## src/hdl/sscf_pkg.sv

```systemverilog
// shared types, constants and crc helpers for the spi frame checker
package sscf_pkg;

  // field widths
  localparam int FRAME_W  = 32;
  localparam int ADDR_W   = 5;
  localparam int STATUS_W = 2;
  localparam int DATA_W   = 16;
  localparam int ACCEL_W  = 22;
  localparam int TEMP_W   = 21;
  localparam int MODE_W   = 2;

  // measurement mode codes
  typedef enum logic [MODE_W-1:0] {
    MODE_1 = 2'd0,
    MODE_2 = 2'd1,
    MODE_3 = 2'd2,
    MODE_4 = 2'd3
  } mode_e;

  localparam mode_e MODE_RESET = MODE_1;

  // return status code for a good response
  localparam logic [STATUS_W-1:0] STATUS_OK = 2'b01;

  // crc-8 definition
  localparam logic [7:0] CRC_POLY = 8'h1D;
  localparam logic [7:0] CRC_INIT = 8'hFF;
  localparam int         CRC_DATA_W = 24;

  // sensitivity is 675 times a power of two, so 65536/S = 2^k / 675
  localparam int ACCEL_MAG_W = 30;
  localparam int ACCEL_Q_W   = 21;
  localparam int ACCEL_RSH   = 41;
  localparam logic [31:0] ACCEL_RECIP = 32'd3257812231; // ceil(2^41 / 675)
  localparam int SHIFT_W = 4;
  localparam logic [SHIFT_W-1:0] SHIFT_MODE_1 = 4'd14;  // S = 2700
  localparam logic [SHIFT_W-1:0] SHIFT_MODE_2 = 4'd15;  // S = 1350
  localparam logic [SHIFT_W-1:0] SHIFT_MODE_HI = 4'd13; // S = 5400

  // temperature: floor(u * 2560 / 189) through one reciprocal multiply
  localparam int TEMP_RSH   = 24;
  localparam int TEMP_Q_W   = 20;
  localparam logic [27:0] TEMP_RECIP = 28'd227246947;   // ceil(2560 * 2^24 / 189)
  localparam logic signed [TEMP_W-1:0] TEMP_OFFSET = 21'sd69888;

  // bit-serial crc, only evaluated on constants to build the xor matrix
  function automatic logic [7:0] crc_raw(logic [CRC_DATA_W-1:0] data);
    logic [7:0] c;
    logic       top;
    c = CRC_INIT;
    for (int i = CRC_DATA_W - 1; i >= 0; i--) begin
      top = c[7] ^ data[i];
      c   = {c[6:0], 1'b0};
      if (top) c = c ^ CRC_POLY;
    end
    return c;
  endfunction

  // contribution of each data bit to the crc register
  function automatic logic [CRC_DATA_W-1:0][7:0] crc_cols();
    logic [CRC_DATA_W-1:0][7:0] cols;
    for (int i = 0; i < CRC_DATA_W; i++) begin
      cols[i] = crc_raw(CRC_DATA_W'(1) << i) ^ crc_raw('0);
    end
    return cols;
  endfunction

  localparam logic [7:0]                 CRC_BASE = crc_raw('0);
  localparam logic [CRC_DATA_W-1:0][7:0] CRC_COL  = crc_cols();

endpackage

```

## src/hdl/sscf_scale.sv

```systemverilog
// acceleration and temperature scaling by reciprocal multiplication
module sscf_scale
  import sscf_pkg::*;
(
  input  logic [DATA_W-1:0]        data_i,
  input  mode_e                    mode_i,
  output logic signed [ACCEL_W-1:0] accel_o,
  output logic signed [TEMP_W-1:0]  temp_o
);

  logic [SHIFT_W-1:0]       shamt;
  logic signed [30:0]       num;
  logic                     neg;
  logic [ACCEL_MAG_W-1:0]   mag;
  logic [61:0]              accel_prod;
  logic [ACCEL_Q_W-1:0]     accel_q;
  logic [43:0]              temp_prod;
  logic [TEMP_Q_W-1:0]      temp_q;

  // power of two that goes with the mode sensitivity
  always_comb begin
    case (mode_i)
      MODE_1:  shamt = SHIFT_MODE_1;
      MODE_2:  shamt = SHIFT_MODE_2;
      default: shamt = SHIFT_MODE_HI;
    endcase
  end

  // floor division of a negative value via one's complement
  assign num = 31'(signed'(data_i)) <<< shamt;
  assign neg = num[30];
  assign mag = neg ? ~num[ACCEL_MAG_W-1:0] : num[ACCEL_MAG_W-1:0];

  assign accel_prod = 62'(mag) * 62'(ACCEL_RECIP);
  assign accel_q    = accel_prod[ACCEL_RSH +: ACCEL_Q_W];
  assign accel_o    = neg ? ~signed'({1'b0, accel_q}) : signed'({1'b0, accel_q});

  // temperature from unsigned data
  assign temp_prod = 44'(data_i) * 44'(TEMP_RECIP);
  assign temp_q    = temp_prod[TEMP_RSH +: TEMP_Q_W];
  assign temp_o    = signed'({1'b0, temp_q}) - TEMP_OFFSET;

endmodule

```

## config.mk

```make
export PLATFORM = sky130hd
export DESIGN_NAME = sscf_scale
export DESIGN_NICKNAME = d
export VERILOG_FILES = /design/src/hdl/sscf_pkg.sv /design/src/hdl/sscf_scale.sv
export SDC_FILE = /design/constraint.sdc
export NUM_CORES = 1
export LEC_CHECK = 0
export BUFFER_PORTS_ARGS = -buffer_cell sky130_fd_sc_hd__buf_2
export CAP_MARGIN = 10
export CELL_PAD_IN_SITES_DETAIL_PLACEMENT = 0
export CELL_PAD_IN_SITES_GLOBAL_PLACEMENT = 1
export CORE_MARGIN = 1
export CORE_UTILIZATION = 39
export DETAILED_ROUTE_END_ITERATION = 7
export PLACE_DENSITY_LB_ADDON = 0.1
export SYNTH_ARGS = -nofsm -noshare
export SYNTH_HDL_FRONTEND = slang
export SYNTH_SLANG_ARGS = --single-unit
```

## constraint.sdc

```tcl
create_clock -name vclk -period 12.9
set_input_delay 1.29 -clock vclk [all_inputs]
set_output_delay 1.29 -clock vclk [all_outputs]
set_load 0.05 [all_outputs]
```

==> flow_summary.json <==
{
  "status": "finished clean",
  "die_x_um": 215,
  "cap_violations": 0,
  "syn_inst": 1855,
  "synth-simple-area-share": 0.0533,
  "grt_overflow": 0,
  "drc": 0,
  "cp.arrival_ns": 9.96,
  "seq_area_frac_synth": 0,
  "hold_viol": 0,
  "max_freq_mhz": 88.9,
  "start_util": 0.397,
  "fin_crit_sh": 0.872,
  "postCtsSetupBuffers": 0,
  "drive_gt1_frac": 0.0581,
  "regArea_um2": 0,
  "synth_top_area_share": 0.345,
  "flops_and_latches": 0,
  "nClkBuffers": 0,
  "via_count": 12000,
  "synth_fa_ha_area_frac": 0.685,
  "yosys.area.top_type": "ha_1",
  "synth_top_family_by_area": "adder cells",
  "die_h_um": 215,
  "tns_ns": 0,
  "period_needed_ns": 11.25,
  "syn_nets": 2658,
  "synth_commonest_cells": "inv_1, ha_1, fa_1, xnor2_1, a21oi_1",
  "worstHoldPathType": "in2out",
  "ctsHoldBuffers": 0,
  "start_kind": "input pin",
  "yosysWarnings": 0,
  "synth.avg_cell_area_um2": 9.50,
  "postRouteWirelength_um": 46600,
  "dp_hpwl_um": 42400,
  "finalMaxSlewViolations": 0,
  "worst_slew_pin_slew_ns": 0.904,
  "grt_pass1_vias": 13500,
  "syn2layout_area_growth_pct": 6.11,
  "muxShareOfSynthArea": 0.0109,
  "synthXorXnorAreaFrac": 0.0531,
  "cts_resized": 0,
  "synth_area_leaders": "ha_1, fa_1, inv_1, xnor2_1, a21oi_1",
  "grt_usage": 0.211,
  "synth_area_um2": 17600,
  "wl_per_cell_um": 18.6,
  "core_area_um2": 44400,
  "cp-end-kind": "output pin",
  "synth_cell_type_count": 77,
  "slew_headroom": 0.391,
  "rsz0062_at_grt": "no",
  "routabilityCongestion": 0.884,
  "diodes": 0,
  "via_per_inst": 4.81,
  "setup_viol": 0,
  "port_buffers": 61,
  "grt_max_degree": 53,
  "cp_max_fo": 16,
  "nets": 2715,
  "antenna_found_initial": 0,
  "drt_iter0_markers": 414,
  "rows": 77,
  "pin_count": 61,
  "drtAntennaViolNets": 0,
  "synth-compound-area-share": 0.0730,
  "crit_type": "in2out",
  "required_ns": 11.61,
  "grt_pass1_wl_um": 75200,
  "drtPass1Iterations": 4,
  "die_area_um2": 46000,
  "yosysMostFrequentCell": "inv_1"
}
==> layout make-up <==
cell class | instances | area (um2)
Inverter | 563 | 2110
Fill cell | 4490 | 25700
Tap cell | 592 | 741
Multi-Input combinational cell | 1272 | 15400
Timing Repair Buffer | 75 | 417
==> logic make-up (layout without fill, tap and decap cells) <==
group	after synthesis	after routing
adder cells (fa/ha/maj)	785	785
buffers and inverters	583	638
AO/OA/AOI/OAI	184	184
AND/OR/NAND/NOR	179	179
XOR/XNOR	103	103
multiplexers	19	19
other	2	2
==> worst max-delay path: stages <==
cell      delay [ns]
buf_2           0.36
mux2i_1         0.14
nor2_1          0.10
a21oi_1         0.07
xnor2_1         0.61
inv_1           0.41
fa_1            0.54
ha_1            0.38
fa_1            0.47
fa_1            0.52
fa_1            0.52
fa_1            0.55
inv_1           0.05
fa_1            0.53
inv_1           0.04
ha_1            0.30
ha_1            0.31
and4_1          0.19
a221oi_1        0.28
o21ai_0         0.16
a22oi_1         0.50
a31o_2          0.30
o21ai_1         0.21
a2111o_1        0.49
a31oi_1         0.20
xnor2_1         0.13
buf_2           0.28
==> layout by cell type (no fill, tap or decap), types with 4 or more instances in the layout <==
master    instances
o21ai_0          19
xnor2_1          74
buf_4            14
mux2i_1          17
a21o_1           32
nor2b_1           8
a31oi_1           7
nand3_1          12
inv_1           563
buf_2            60
fa_1            299
ha_1            486
nor3_1            8
nand2_1          43
a221oi_1          4
nand4_1           7
nand2b_1          5
nor2_1           43
and3_1           13
o21bai_1          4
or2_2             7
o21ai_1           7
xor2_1           26
a21oi_1          63
and2_1            9
==> metal layers <==
layer | up-vias | track usage | wire [um]
met1 | 5960 | 0.267 | 20400
met3 | 26 | 0.00525 | 731
li1 | 5947 | - | -
met4 | 0 | 0.0283 | 768
met2 | 105 | 0.405 | 24700
met5 | - | 0 | 0
==> stage by stage <==
step	cell area (um2)	worst slack [ns]	instances	hold WS, ns	util
floorplan	17600	1.99	1855	2.75	-
global placement	18700	1.34	2500	3.74	0.421
detailed placement	18700	1.55	2502	3.75	0.421
CTS	18700	1.52	2502	3.75	0.421
global route	18700	0.953	2502	3.77	0.421
finish	18700	1.65	2502	3.67	0.421
==> final timing paths <==
kind	from	to	slack [ns]	cells past startpoint
max	mode_i[0]	accel_o[19]	1.65	27
min	data_i[15]	accel_o[21]	3.67	3
Power is not shown: default switching activity piles up to over one toggle a cycle in this logic, so the estimate is an artifact.
